### src/sv/mchrm_pkg.sv
// Shared types and constants for the multi-channel heartbeat and rate monitor.
// Used by mchrm_div and multi_channel_heartbeat_rate_monitor; no dependencies.
package mchrm_pkg;

   localparam int TOPICS = 16;
   localparam int IDX_W = $clog2(TOPICS);
   localparam int MAX_EVENTS = 32;
   localparam int CAP_W = 6;

   // 1e12 split into a low 32-bit part and a high 8-bit part.
   localparam logic [31:0] TERA_LO = 32'hD4A5_1000;
   localparam logic [7:0] TERA_HI = 8'hE8;

   typedef enum logic [1:0] {
      OP_MESSAGE     = 2'd0,
      OP_TICK        = 2'd1,
      OP_CONFIGURE   = 2'd2,
      OP_DECONFIGURE = 2'd3
   } opcode_type;

   typedef enum logic [2:0] {
      KIND_ACCEPTED  = 3'd0,
      KIND_REJECTED  = 3'd1,
      KIND_DEAD      = 3'd2,
      KIND_RATE_LOW  = 3'd3,
      KIND_RATE_HIGH = 3'd4
   } kind_type;

   typedef enum logic [2:0] {
      ST_IDLE,
      ST_REPLAY,
      ST_SCAN,
      ST_MUL,
      ST_PROD,
      ST_DIV,
      ST_EVAL,
      ST_DONE
   } state_type;

   typedef struct packed {
      logic conf;
      logic hb;
      logic rate_on;
      logic seen;
      logic dead;
      logic low;
      logic high;
      logic pend;
      logic phigh;
   } flags_type;

   typedef struct packed {
      kind_type    kind;
      logic [7:0]  severity;
      logic [7:0]  channel;
      logic [63:0] origin;
      logic [63:0] event_time;
      logic [63:0] measured;
      logic [63:0] limit;
   } event_type;

   typedef struct packed {
      logic        start;
      logic [7:0]  dividend_hi;
      logic [63:0] dividend_lo;
      logic [63:0] divisor;
   } div_req_type;

endpackage

### src/sv/mchrm_div.sv
// Restoring radix-2 divider, one quotient bit per cycle, for the rate monitor.
// Depends on mchrm_pkg. The caller guarantees the high dividend part is below the divisor.
module mchrm_div (
   input  logic                  clock,
   input  logic                  reset,
   input  mchrm_pkg::div_req_type div_req,
   output logic                  done,
   output logic [63:0]           quotient
);

   logic [63:0] rem_ff, rem_in;
   logic [63:0] lo_ff, lo_in;
   logic [63:0] q_ff, q_in;
   logic [63:0] d_ff, d_in;
   logic [5:0]  cnt_ff, cnt_in;
   logic        busy_ff, busy_in;
   logic        done_ff, done_in;
   logic [64:0] shifted;
   logic        take;

   always_comb begin
      shifted = {rem_ff, lo_ff[63]};
      take    = shifted >= {1'b0, d_ff};
      rem_in  = rem_ff;
      lo_in   = lo_ff;
      q_in    = q_ff;
      d_in    = d_ff;
      cnt_in  = cnt_ff;
      busy_in = busy_ff;
      done_in = 1'b0;
      if (div_req.start) begin
         rem_in  = {56'd0, div_req.dividend_hi};
         lo_in   = div_req.dividend_lo;
         d_in    = div_req.divisor;
         q_in    = '0;
         cnt_in  = '0;
         busy_in = 1'b1;
      end else if (busy_ff) begin
         rem_in = take ? 64'(shifted - {1'b0, d_ff}) : shifted[63:0];
         lo_in  = {lo_ff[62:0], 1'b0};
         q_in   = {q_ff[62:0], take};
         cnt_in = cnt_ff + 6'd1;
         if (cnt_ff == 6'd63) begin
            busy_in = 1'b0;
            done_in = 1'b1;
         end
      end
   end

   always_ff @(posedge clock) begin
      if (reset) begin
         busy_ff <= 1'b0;
         done_ff <= 1'b0;
         cnt_ff  <= '0;
      end else begin
         busy_ff <= busy_in;
         done_ff <= done_in;
         cnt_ff  <= cnt_in;
      end
      rem_ff <= rem_in;
      lo_ff  <= lo_in;
      q_ff   <= q_in;
      d_ff   <= d_in;
   end

   assign done     = done_ff;
   assign quotient = q_ff;

endmodule

### config.mk
export PLATFORM = sky130hd
export DESIGN_NAME = mchrm_div
export DESIGN_NICKNAME = d
export VERILOG_FILES = /design/src/sv/mchrm_pkg.sv /design/src/sv/mchrm_div.sv
export SDC_FILE = /design/constraint.sdc
export NUM_CORES = 1
export LEC_CHECK = 0
export BUFFER_PORTS_ARGS = -buffer_cell sky130_fd_sc_hd__buf_4
export CAP_MARGIN = 10
export CORE_AREA = 3 3 166 201
export CTS_BUF_LIST = sky130_fd_sc_hd__clkbuf_4 sky130_fd_sc_hd__clkbuf_8
export CTS_CLUSTER_DIAMETER = 40
export DETAILED_ROUTE_END_ITERATION = 7
export DIE_AREA = 0 0 169 204
export PLACE_DENSITY_LB_ADDON = 0.25
export SETUP_SLACK_MARGIN = 0.02
export SLEW_MARGIN = 30
export SYNTH_ARGS = -nofsm -noshare
export SYNTH_HDL_FRONTEND = slang
export SYNTH_SLANG_ARGS = --single-unit
### constraint.sdc
create_clock -name clock -period 8.6 [get_ports clock]
set_clock_uncertainty 0.2 [all_clocks]
set_input_delay 1.72 -clock clock [delete_from_list [all_inputs] [get_ports clock]]
set_output_delay 1.72 -clock clock [all_outputs]
set_load 0.05 [all_outputs]
; After elaboration in Yosys (flattened, before gate mapping)
; Index checks and enable logic that the tools add are counted.
[word_totals]
ff_bits = 264
inputBits = 139
out_inout_bits = 65
[classes]
n_addsub = 2
n_lt_le_gt_ge = 1
n_eq_ne = 1
mux = 9
bitwise = 1
reduce_logical = 3
[ops]
columns = operator, count
row1 = $mux W64, 3
row2 = $ge A65 B64 Y1, 1
row3 = $sub A64 B64 Y64, 1
row4 = $mux W8, 2
row5 = $add A6 B1 Y6 const B, 1
row6 = $eq A6 B6 Y1 const B, 1
row7 = $mux W1, 4
row8 = $reduce_or A3 Y1, 1
row9 = $reduce_bool A2 Y1, 1
row10 = $reduce_or A2 Y1, 1
row11 = $not A1 Y1, 1

; Logic depth before layout (Yosys ltp)
; Gate-level depths: netlist (run 1).
[depth]
word_depth = 4
mapped_depth = 15
depth_no_buf = 13

; Least setup slack after synthesis (run 1)
; Ideal clock, no wire load.
[synth_timing]
path_type = input port to flip-flop
from = in div_req[136] in the netlist's numbering
to = reg lo_ff[0], enable pin
arrival_ns = 3.279
t_required_ns = 8.001
path_slack_ns = 4.722
cell_stages = 3
path_buffers = 2
path_cell_list = clkbuf_1 > clkbuf_1 > or2_2
[synth_between]
elab_chain_len = 1
[synth_rtl]
columns = item, line
row1 = from (decl), mchrm_div.sv:6  ; input mchrm_pkg::div_req_type div_req,
row2 = $reduce_bool A2 Y1 (no source line), --
row3 = to (signal assigned), mchrm_div.sv:61  ; lo_ff <= lo_in;
row4 = to (decl), mchrm_div.sv:12  ; logic [63:0] lo_ff, lo_in;
; Every way passes these cells.
; A chain may end at the register's enable or synchronous reset.

; Worst setup path in the final report (run 1)
[layout_timing]
from = reg rem_ff[0]
to = reg rem_ff[3] (data pin)
[layout_between]
elab_chain_len = 4
word_cells_on_any_way = 5
cone_classes = add/sub: 1 / order compare: 1 / mux: 3
[layout_rtl]
columns = item, line
row1 = from (decl), mchrm_div.sv:11  ; logic [63:0] rem_ff, rem_in;
row2 = from (signal assigned), mchrm_div.sv:60  ; rem_ff <= rem_in;
row3 = $sub A64 B64 Y64 / $ge A65 B64 Y1 (equally long branches), "mchrm_div.sv:39, mchrm_div.sv:23"
row4 = $mux W64 (*), mchrm_div.sv:39  ; rem_in = take ? 64'(shifted - {1'b0, d_ff}) : shifted[63:0];
row5 = $mux W8 (*), mchrm_div.sv:38  ; end else if (busy_ff) begin
row6 = $mux W8 (*), mchrm_div.sv:31  ; if (div_req.start) begin
row7 = net rem_in[3], mchrm_div.sv:11
; Mark *: on every way through the listed nets, which the timed path passes. The rest lies on a longest branch. The select of a mux whose other input is x is not followed.

==> results of run 1 <==
## kinds of logic (layout without fill, tap and decap cells)
group	count (synthesis)	count (layout)	synth area share, %
xor gates and xnor gates	62	62	3.84
buffers and inverters	155	373	4.52
adders and majority gates	66	66	5.89
DFF	264	264	46.9
AOI/OAI and AO/OA	300	300	14.1
muxes	136	136	10.2
and+or+nand+nor	451	451	14.5
## layout make-up
class	count	share of cell area, %
Timing Repair Buffer	209	9.37
Clock inverter	15	0.923
Inverter	79	1.75
Sequential cell	264	39.2
Multi-Input combinational cell	1015	40.6
Tap cell	401	2.96
Clock buffer	70	5.17
## cells in the final DEF (no fill, tap or decap), types with 5 or more instances in the layout
cell and n:
a21oi_1 94, xor2_1 23, xnor2_1 39, nor2_1 169, o21a_1 7, and2_1 12
clkbuf_4 14, mux2i_1 66, nand2_1 153, dfxtp_1 127, nor3_1 19, clkinv_2 5
o21ai_1 12, o21ai_0 44, mux2_2 69, edfxtp_1 136, nand2b_1 13, inv_1 77
clkbuf_8 56, a31oi_1 7, o21bai_1 13, o211ai_1 8, a21o_1 28, nand3_1 15
a211oi_1 7, a311oi_1 41, ha_1 65, nand4_1 22, buf_4 207, nor2b_1 10
## path summary, 6_finish.rpt
path / startpoint / to / cells past startpoint
max reg2reg: rem_ff[0] / rem_ff[3] / 11
max: rem_ff[0] / rem_ff[3] / 11
min: rem_ff[12] / rem_ff[13] / 2
min reg2reg: rem_ff[12] / rem_ff[13] / 2
## report_power, final
part	internal [W]	leakage (nW)	switching, W	total, W
combinational	0.000293	4.21	0.000402	0.000695
sequential	0.00142	2.39	0.0000442	0.00147
clock	0.000744	0.543	0.000525	0.00127
total	0.00246	7.14	0.000971	0.00343
## cell usage after synthesis (all sizes together), types with 24 or more instances
cell type,n
nor2,171
nand2,155
edfxtp,136
dfxtp,128
a21oi,94
inv,79
mux2,70
mux2i,66
ha,65
o21ai,56
a311oi,42
clkbuf,42
xnor2,39
buf,34
a21o,28
nand4,24
## sequential cells by signal, indices dropped and copies added, names as in the netlist
signal    count
busy_ff       1
done          1
lo_ff        64
quotient     64
rem_ff       64
cnt_ff        6
d_ff         64
## worst max-delay path, stage by stage (launching register included)
cell and delay [ns]:
edfxtp_1 0.42, ha_1 0.33, nor2b_1 0.15, o31a_1 0.32, o311ai_4 0.27, nand4_2 0.23, a2111oi_2 0.46, o31a_2 0.28
o31a_2 0.38, buf_4 0.52, o31ai_1 0.14, mux2_1 0.31
## metal layers
metal  vias up  wire [microns]  track usage [%]
li1       5507               -                -
met3        66            2740             6.93
met1      5048           13800             22.6
met4         0             924             6.41
met5         -               0                0
met2       255           16400             33.4
## through the flow
step / total power (W) / util (%) / hold WS, ns
floorplan: 0.00200 / - / 0.254
global placement: 0.00218 / 50.8 / 0.272
detailed placement: 0.00219 / 50.8 / 0.285
CTS: 0.00348 / 54.1 / 0.278
global route: 0.00362 / 54.1 / 0.306
finish: 0.00343 / 54.1 / 0.278
==> reports/summary.txt, run 1 <==
DRT Wirelength = 33800 microns
CP required = 8.72 ns
Area grow syn2layout = 19.7%
Starting Density = 45.1%
Worst Tran Pin Value = 0.965 ns
CTS sink cnt = 264
WS Path Type = reg2reg
Die Wd = 169 microns
Synth top area cells = edfxtp_1, dfxtp_1, ha_1, mux2_2, mux2i_1
Outcome = completed
Yosys top cell area share = 28.8%
Setup TNS = 0 ns
Vias in the first global route = 11200
FILL cells = 2842
Initial antenna violation count = 0
Post-Synthesis Cell Area = 14200 sq um
EDFF count, synth = 136
CP Capture Type = register
Gpl congestion = 0.901
Final Setup Violations = 0
Core ar. = 31400 sq um
IO Port Bufs = 203
Clk_lat worst skew = 0.57 ns
GRT overflow = 0
RSZ-0062 raised after global routing = false
WL/cell = 16.5 microns
Final nets = 1821
Total CTS buffers = 47
TritonCTS clock tree = yes
Syn_area_per_cell = 9.87 sq um
Final hold vios = 0
Placed Area = 15900 sq um
Syn_nets = 1639
Die area = 34500 sq um
DP Cell Count = 1968
Fraction of layout cells with a size suffix above 1 = 23.4%
Post-route insts no fill = 2053
Die H = 204 microns
Fmax = 231 MHz
Fin area = 17000 sq um
Post-synth top area cell = edfxtp_1
Clk slew on worst S/H paths = 0.07 ns
Antenna Nets Post-Route = 0
Seq cells post-synth = 264
Crit Path Max Fanout = 46
Initial drt markers = 531
Yosys warns = 0
Flop-to-flop setup slack = 4.27 ns
Max Slew Vio Count = 0
Htree depth = 2
Dpl hpwl = 24100 microns
Rows = 71
Total setup buffers inserted after CTS = 0
Post-synthesis sequential area ratio = 46.9%
Static Leak = 7.14 nW
Post-CTS Resized = 0
Diode count = 0
Vias per cell = 5.30
Final period utilization = 50.3%
Setup slack at placement = 4.28 ns
Arrival time at the worst endpoint = 4.45 ns
Worst rel slew slack = 35.7%
Synth unique cells = 72
Worst setup SP type = register
Largest net degree at the start of global routing = 149
First-pass GRT wire length = 55600 microns
Maximum VDD drop = 144 uV
Asr flop ratio synth = 0%
DR pass1 iterations = 5
I/O pin count = 204
Max cap viols = 0
GRT Util Overall = 19.4%
Final WS setup = 4.27 ns
CTS Buffer Depth = 3
Root buf cell = clkbuf_8
CTS Hold Bufs = 0
Worst min path class = reg2reg
DR DRC count = 0
Multi-input gate area = 6880 sq um
Cells after Synth = 1434
Via count = 10900
Power Density = 203 nW/um^2
Post-synth top flop = edfxtp_1
Crit path time final = 4.33 ns
Register area = 6650 sq um
(Power assumes the default switching activity.)
==> inputs of run 2 (changes only) <==
Clock period 8.6 ns to 4.15 ns, I/O delays scaled along.
==> reports/summary.txt, run 2 (synthesis results as in run 1) <==
Worst min path class = in2reg (was reg2reg)
Worst rel slew slack = 48.3% (was 35.7%)
Outcome = completed (unchanged)
Diode count = 0 (unchanged)
Power Density = 424 nW/um^2 (was 203 nW/um^2)
Fmax = 258 MHz (was 231 MHz)
Total CTS buffers = 49 (was 47)
Clk slew on worst S/H paths = 0.06 ns (was 0.07 ns)
RSZ-0062 raised after global routing = false (unchanged)
Final hold vios = 0 (unchanged)
Worst path buffer plus inverter count = 1 (unchanged)
Crit Path Max Fanout = 22 (was 46)
TritonCTS clock tree = yes (unchanged)
Antenna Nets Post-Route = 0 (unchanged)
Initial antenna violation count = 0 (unchanged)
Multi-input gate area = 6880 sq um (unchanged)
Post-route insts no fill = 2069 (was 2053)
Maximum VDD drop = 314 uV (was 144 uV)
Rows = 71 (unchanged)
Final period utilization = 93.3% (was 50.3%)
Final nets = 1833 (was 1821)
FILL cells = 2849 (was 2842)
CP required = 4.42 ns (was 8.72 ns)
Die H = 204 microns (unchanged)
CTS Buffer Depth = 3 (unchanged)
Commonest non-fill, non-tap cell in the layout = buf_4 (unchanged)
Post-CTS Resized = 0 (unchanged)
Via count = 11100 (was 10900)
Initial drt markers = 602 (was 531)
Final Setup Violations = 0 (unchanged)
CP max stage cell = o31a_2 (was buf_4)
First-pass GRT wire length = 56200 microns (was 55600 microns)
Static Leak = 7.24 nW (was 7.14 nW)
Gpl congestion = 0.916 (was 0.901)
WL/cell = 16.5 microns (about the same)
Area grow syn2layout = 21.1% (was 19.7%)
Fraction of layout cells with a size suffix above 1 = 23.9% (was 23.4%)
Max Slew Vio Count = 0 (unchanged)
Htree depth = 2 (unchanged)
Worst setup SP type = register (unchanged)
I/O pin count = 204 (unchanged)
Vias per cell = 5.36 (was 5.30)
Vias in the first global route = 11300 (was 11200)
Largest net degree at the start of global routing = 97 (was 149)
GRT overflow = 0 (unchanged)
DRT Wirelength = 34200 microns (was 33800 microns)
Crit-path most repeated cell = o31a_2 (unchanged)
Starting Density = 45.1% (unchanged)
Crit path time final = 3.87 ns (was 4.33 ns)
IO Port Bufs = 203 (unchanged)
Arrival time at the worst endpoint = 4.14 ns (was 4.45 ns)
Register area = 6650 sq um (unchanged)
Clk_lat worst skew = 0.59 ns (was 0.57 ns)
Dpl hpwl = 24600 microns (was 24100 microns)
CP delay by family, top = compound AO/OA/AOI/OAI gates (unchanged)
DR DRC count = 0 (unchanged)
Max incr delay on CP = 0.55 ns (was 0.52 ns)
Setup TNS = 0 ns (unchanged)
Die Wd = 169 microns (unchanged)
DR pass1 iterations = 5 (unchanged)
Max cap viols = 0 (unchanged)
Worst Tran Pin Value = 0.776 ns (was 0.965 ns)
Root buf cell = clkbuf_8 (unchanged)
GRT Util Overall = 19.6% (was 19.4%)
WS Path Type = reg2reg (unchanged)
Die area = 34500 sq um (unchanged)
CTS sink cnt = 264 (unchanged)
Core ar. = 31400 sq um (unchanged)
DP Cell Count = 1976 (was 1968)
Commonest non-fill, non-tap cells in the layout = buf_4, nor2_1, nand2_1 (unchanged)
Crit-path cells = ha_1 > nor2b_1 > o31a_1 > o311ai_4 > nand4_2 > a2111oi_2 > o31a_2 > o31a_2 > buf_12 > nand2_1 > a311oi_1 (was ha_1 > nor2b_1 > o31a_1 > o311ai_4 > nand4_2 > a2111oi_2 > o31a_2 > o31a_2 > buf_4 > o31ai_1 > mux2_1)
CP Capture Type = register (unchanged)
==> run 2: cell types whose count changed in the layout (fill, tap and decap cells not counted), sizes merged <==
cell and change:
clkinv +5, inv +1, clkinvlp +1, bufinv +1
clkbuf -2, buf +10
==> run 2: final timing paths <==
kind              start          to  slack [ns]  cells past startpoint
min               reset     busy_ff        0.20                      2
max           rem_ff[0]  rem_ff[44]        0.28                     11
max reg2reg   rem_ff[0]  rem_ff[44]        0.28                     11
min reg2reg  rem_ff[11]  rem_ff[12]        0.28                      2
==> run 2: layout make-up <==
class / instances / share of cell area, %
Sequential cell: 264 / 38.8
Tap cell: 401 / 2.93
Timing Repair Buffer: 219 / 10.0
Clock buffer: 68 / 5.06
Multi-Input combinational cell: 1015 / 40.1
Inverter: 79 / 1.73
Clock inverter: 23 / 1.39
==> run 2: worst reg2reg max path: stages (launching register included) <==
cell       delay, ns
edfxtp_1        0.41
ha_1            0.33
nor2b_1         0.15
o31a_1          0.31
o311ai_4        0.26
nand4_2         0.23
a2111oi_2       0.42
o31a_2          0.29
o31a_2          0.55
buf_12          0.25
nand2_1         0.07
a311oi_1        0.30
==> run 2: power by group <==
group          switching, W  internal, W
Clock               0.00114      0.00162
Combinational      0.000841     0.000628
Sequential        0.0000934      0.00295
==> run 2: stage by stage <==
step | util (%) | cell area (sq um) | hold slack [ns] | total power, W | setup WS, ns
2_1_floorplan | - | 14200 | 0.254 | 0.00415 | 0.867
3_3_place_gp | 51.1 | 16000 | 0.272 | 0.00454 | 0.365
3_5_place_dp | 51.1 | 16000 | 0.288 | 0.00456 | 0.256
4_1_cts | 54.6 | 17100 | 0.163 | 0.00737 | 0.267
5_1_grt | 54.7 | 17100 | 0.166 | 0.00768 | 0.0725
6_report | 54.7 | 17100 | 0.204 | 0.00728 | 0.278
==> run 2: layer usage <==
metal  global-route usage (%)  up-vias  share of wire, %
li1                         -     5542                 -
met1                     23.5     5165                41
met2                     32.7      303                47
met3                     7.06       80               8.5
met4                     6.87        0               3.0
met5                        0        -                 0
==> run 2: repair_timing <==
item,in CTS,in global routing
endpoints found under the hold margin,0,0
hold buffers,0,0
endpoints found under the setup margin,0,4
setup buffers,0,2
==> inputs of run 3 (changes only) <==
Settings changed: CTS_BUF_LIST sky130_fd_sc_hd__clkbuf_4 sky130_fd_sc_hd__clkbuf_8 to sky130_fd_sc_hd__clkbuf_8, HOLD_SLACK_MARGIN set to 0.03.
==> reports/summary.txt, run 3 (synthesis results as in run 1) <==
Initial antenna violation count = 0 (unchanged)
CTS Buffer Depth = 3 (unchanged)
Commonest non-fill, non-tap cells in the layout = buf_4, nor2_1, nand2_1 (unchanged)
Max cap viols = 0 (unchanged)
Outcome = completed (unchanged)
Final period utilization = 93.6% (was 93.3%)
Crit-path cells = ha_1 > nor2b_1 > o31a_1 > o311ai_4 > nand4_2 > a2111oi_2 > o31a_2 > o31a_2 > buf_12 > nand2_1 > a311oi_1 (unchanged)
CP max stage cell = o31a_2 (unchanged)
GRT overflow = 0 (unchanged)
Static Leak = 7.25 nW (was 7.24 nW)
Dpl hpwl = 24600 microns (unchanged)
Fmax = 257 MHz (was 258 MHz)
Worst min path class = in2reg (unchanged)
Power Density = 419 nW/um^2 (was 424 nW/um^2)
Vias in the first global route = 11300 (unchanged)
Vias per cell = 5.35 (was 5.36)
Final nets = 1833 (unchanged)
CP required = 4.42 ns (about the same)
DR DRC count = 0 (unchanged)
Die Wd = 169 microns (unchanged)
Fraction of layout cells with a size suffix above 1 = 23.3% (was 23.9%)
CTS sink cnt = 264 (unchanged)
Maximum VDD drop = 315 uV (was 314 uV)
Largest net degree at the start of global routing = 97 (unchanged)
Total CTS buffers = 49 (unchanged)
Clk_lat worst skew = 0.59 ns (about the same)
Area grow syn2layout = 20.8% (was 21.1%)
Worst rel slew slack = 47.3% (was 48.3%)
Commonest non-fill, non-tap cell in the layout = buf_4 (unchanged)
CTS Hold Bufs = 0 (unchanged)
Core ar. = 31400 sq um (unchanged)
Gpl congestion = 0.916 (unchanged)
Rows = 71 (unchanged)
DP Cell Count = 1976 (unchanged)
GRT Util Overall = 19.6% (about the same)
TritonCTS clock tree = yes (unchanged)
Crit-path most repeated cell = o31a_2 (unchanged)
Arrival time at the worst endpoint = 4.15 ns (was 4.14 ns)
Worst setup SP type = register (unchanged)
Via count = 11100 (about the same)
Diode count = 0 (unchanged)
Total setup buffers inserted after CTS = 0 (unchanged)
Worst Tran Pin Value = 0.791 ns (was 0.776 ns)
Final hold vios = 0 (unchanged)
Die area = 34500 sq um (unchanged)
Setup TNS = 0 ns (unchanged)
Starting Density = 45.1% (unchanged)
Max incr delay on CP = 0.55 ns (about the same)
Clk slew on worst S/H paths = 0.06 ns (about the same)
Antenna Nets Post-Route = 0 (unchanged)
Max Slew Vio Count = 0 (unchanged)
RSZ-0062 raised after global routing = false (unchanged)
Final Setup Violations = 0 (unchanged)
DRT Wirelength = 34100 microns (was 34200 microns)
CP Capture Type = register (unchanged)
WL/cell = 16.5 microns (about the same)
Die H = 204 microns (unchanged)
Initial drt markers = 600 (was 602)
I/O pin count = 204 (unchanged)
Crit path time final = 3.88 ns (was 3.87 ns)
Post-route insts no fill = 2069 (unchanged)
Htree depth = 2 (unchanged)
First-pass GRT wire length = 56100 microns (was 56200 microns)
Placed Area = 16000 sq um (unchanged)
WS Path Type = reg2reg (unchanged)
Hold WS = 0.205 ns (was 0.204 ns)
DR pass1 iterations = 6 (was 5)
Crit Path Max Fanout = 22 (unchanged)
Fin area = 17100 sq um (about the same)
Root buf cell = clkbuf_8 (unchanged)
IO Port Bufs = 203 (unchanged)
Post-CTS Resized = 0 (unchanged)
[run 3: changes by cell type in the layout (fill, tap and decap cells not counted), sizes merged]
cell	delta
clkbuf	-11
inv	+11
[run 3: critical path: cells and delay by family, from the launching register on]
| kind | cells | cell delay (ns) |
|---|---|---|
| adders and majority gates | 1 | 0.33 |
| buffers and inverters | 1 | 0.25 |
| and+or+nand+nor | 3 | 0.45 |
| AOI/OAI and AO/OA | 6 | 2.13 |
| DFF | 1 | 0.41 |
[run 3: layout make-up]
type                       instances  area (sq um)
inverter                          79           297
multi-input combinational       1015          6880
tap                              401           502
clock buffer                      57           785
timing repair buffer             219          1710
clock inverter                    34           280
fill                            2858         14300
sequential                       264          6650
[run 3: path summary, 6_finish.rpt]
| check | start | end | slack (ns) | depth (start not counted) |
|---|---|---|---|---|
| max | rem_ff[0] | rem_ff[44] | 0.27 | 11 |
| min reg2reg | rem_ff[11] | rem_ff[12] | 0.27 | 2 |
| max reg2reg | rem_ff[0] | rem_ff[44] | 0.27 | 11 |
| min | reset | busy_ff | 0.20 | 2 |
[run 3: report_power, final]
group	internal, W	total [W]	leakage (nW)	switching, W
combinational	0.000628	0.00147	4.28	0.000842
sequential	0.00295	0.00304	2.39	0.0000935
clock	0.00152	0.00266	0.577	0.00114
total	0.00510	0.00718	7.25	0.00208
[run 3: per-stage QoR]
stage	util (%)	setup WS (ns)	power (W)
after floorplan	-	0.867	0.00415
after global placement	51.1	0.365	0.00454
after detailed placement	51.1	0.256	0.00456
after CTS	54.5	0.267	0.00727
after global routing	54.6	0.0725	0.00758
final	54.6	0.266	0.00718
[run 3: per-layer routing]
layer / GRT usage (%) / wire (microns) / share of wire, % / vias up
met5: 0 / 0 / 0 / -
met4: 6.87 / 1030 / 3.0 / 0
met3: 7.06 / 2840 / 8.3 / 80
met2: 32.7 / 16200 / 47 / 293
met1: 23.4 / 14100 / 41 / 5162
li1: - / - / - / 5540
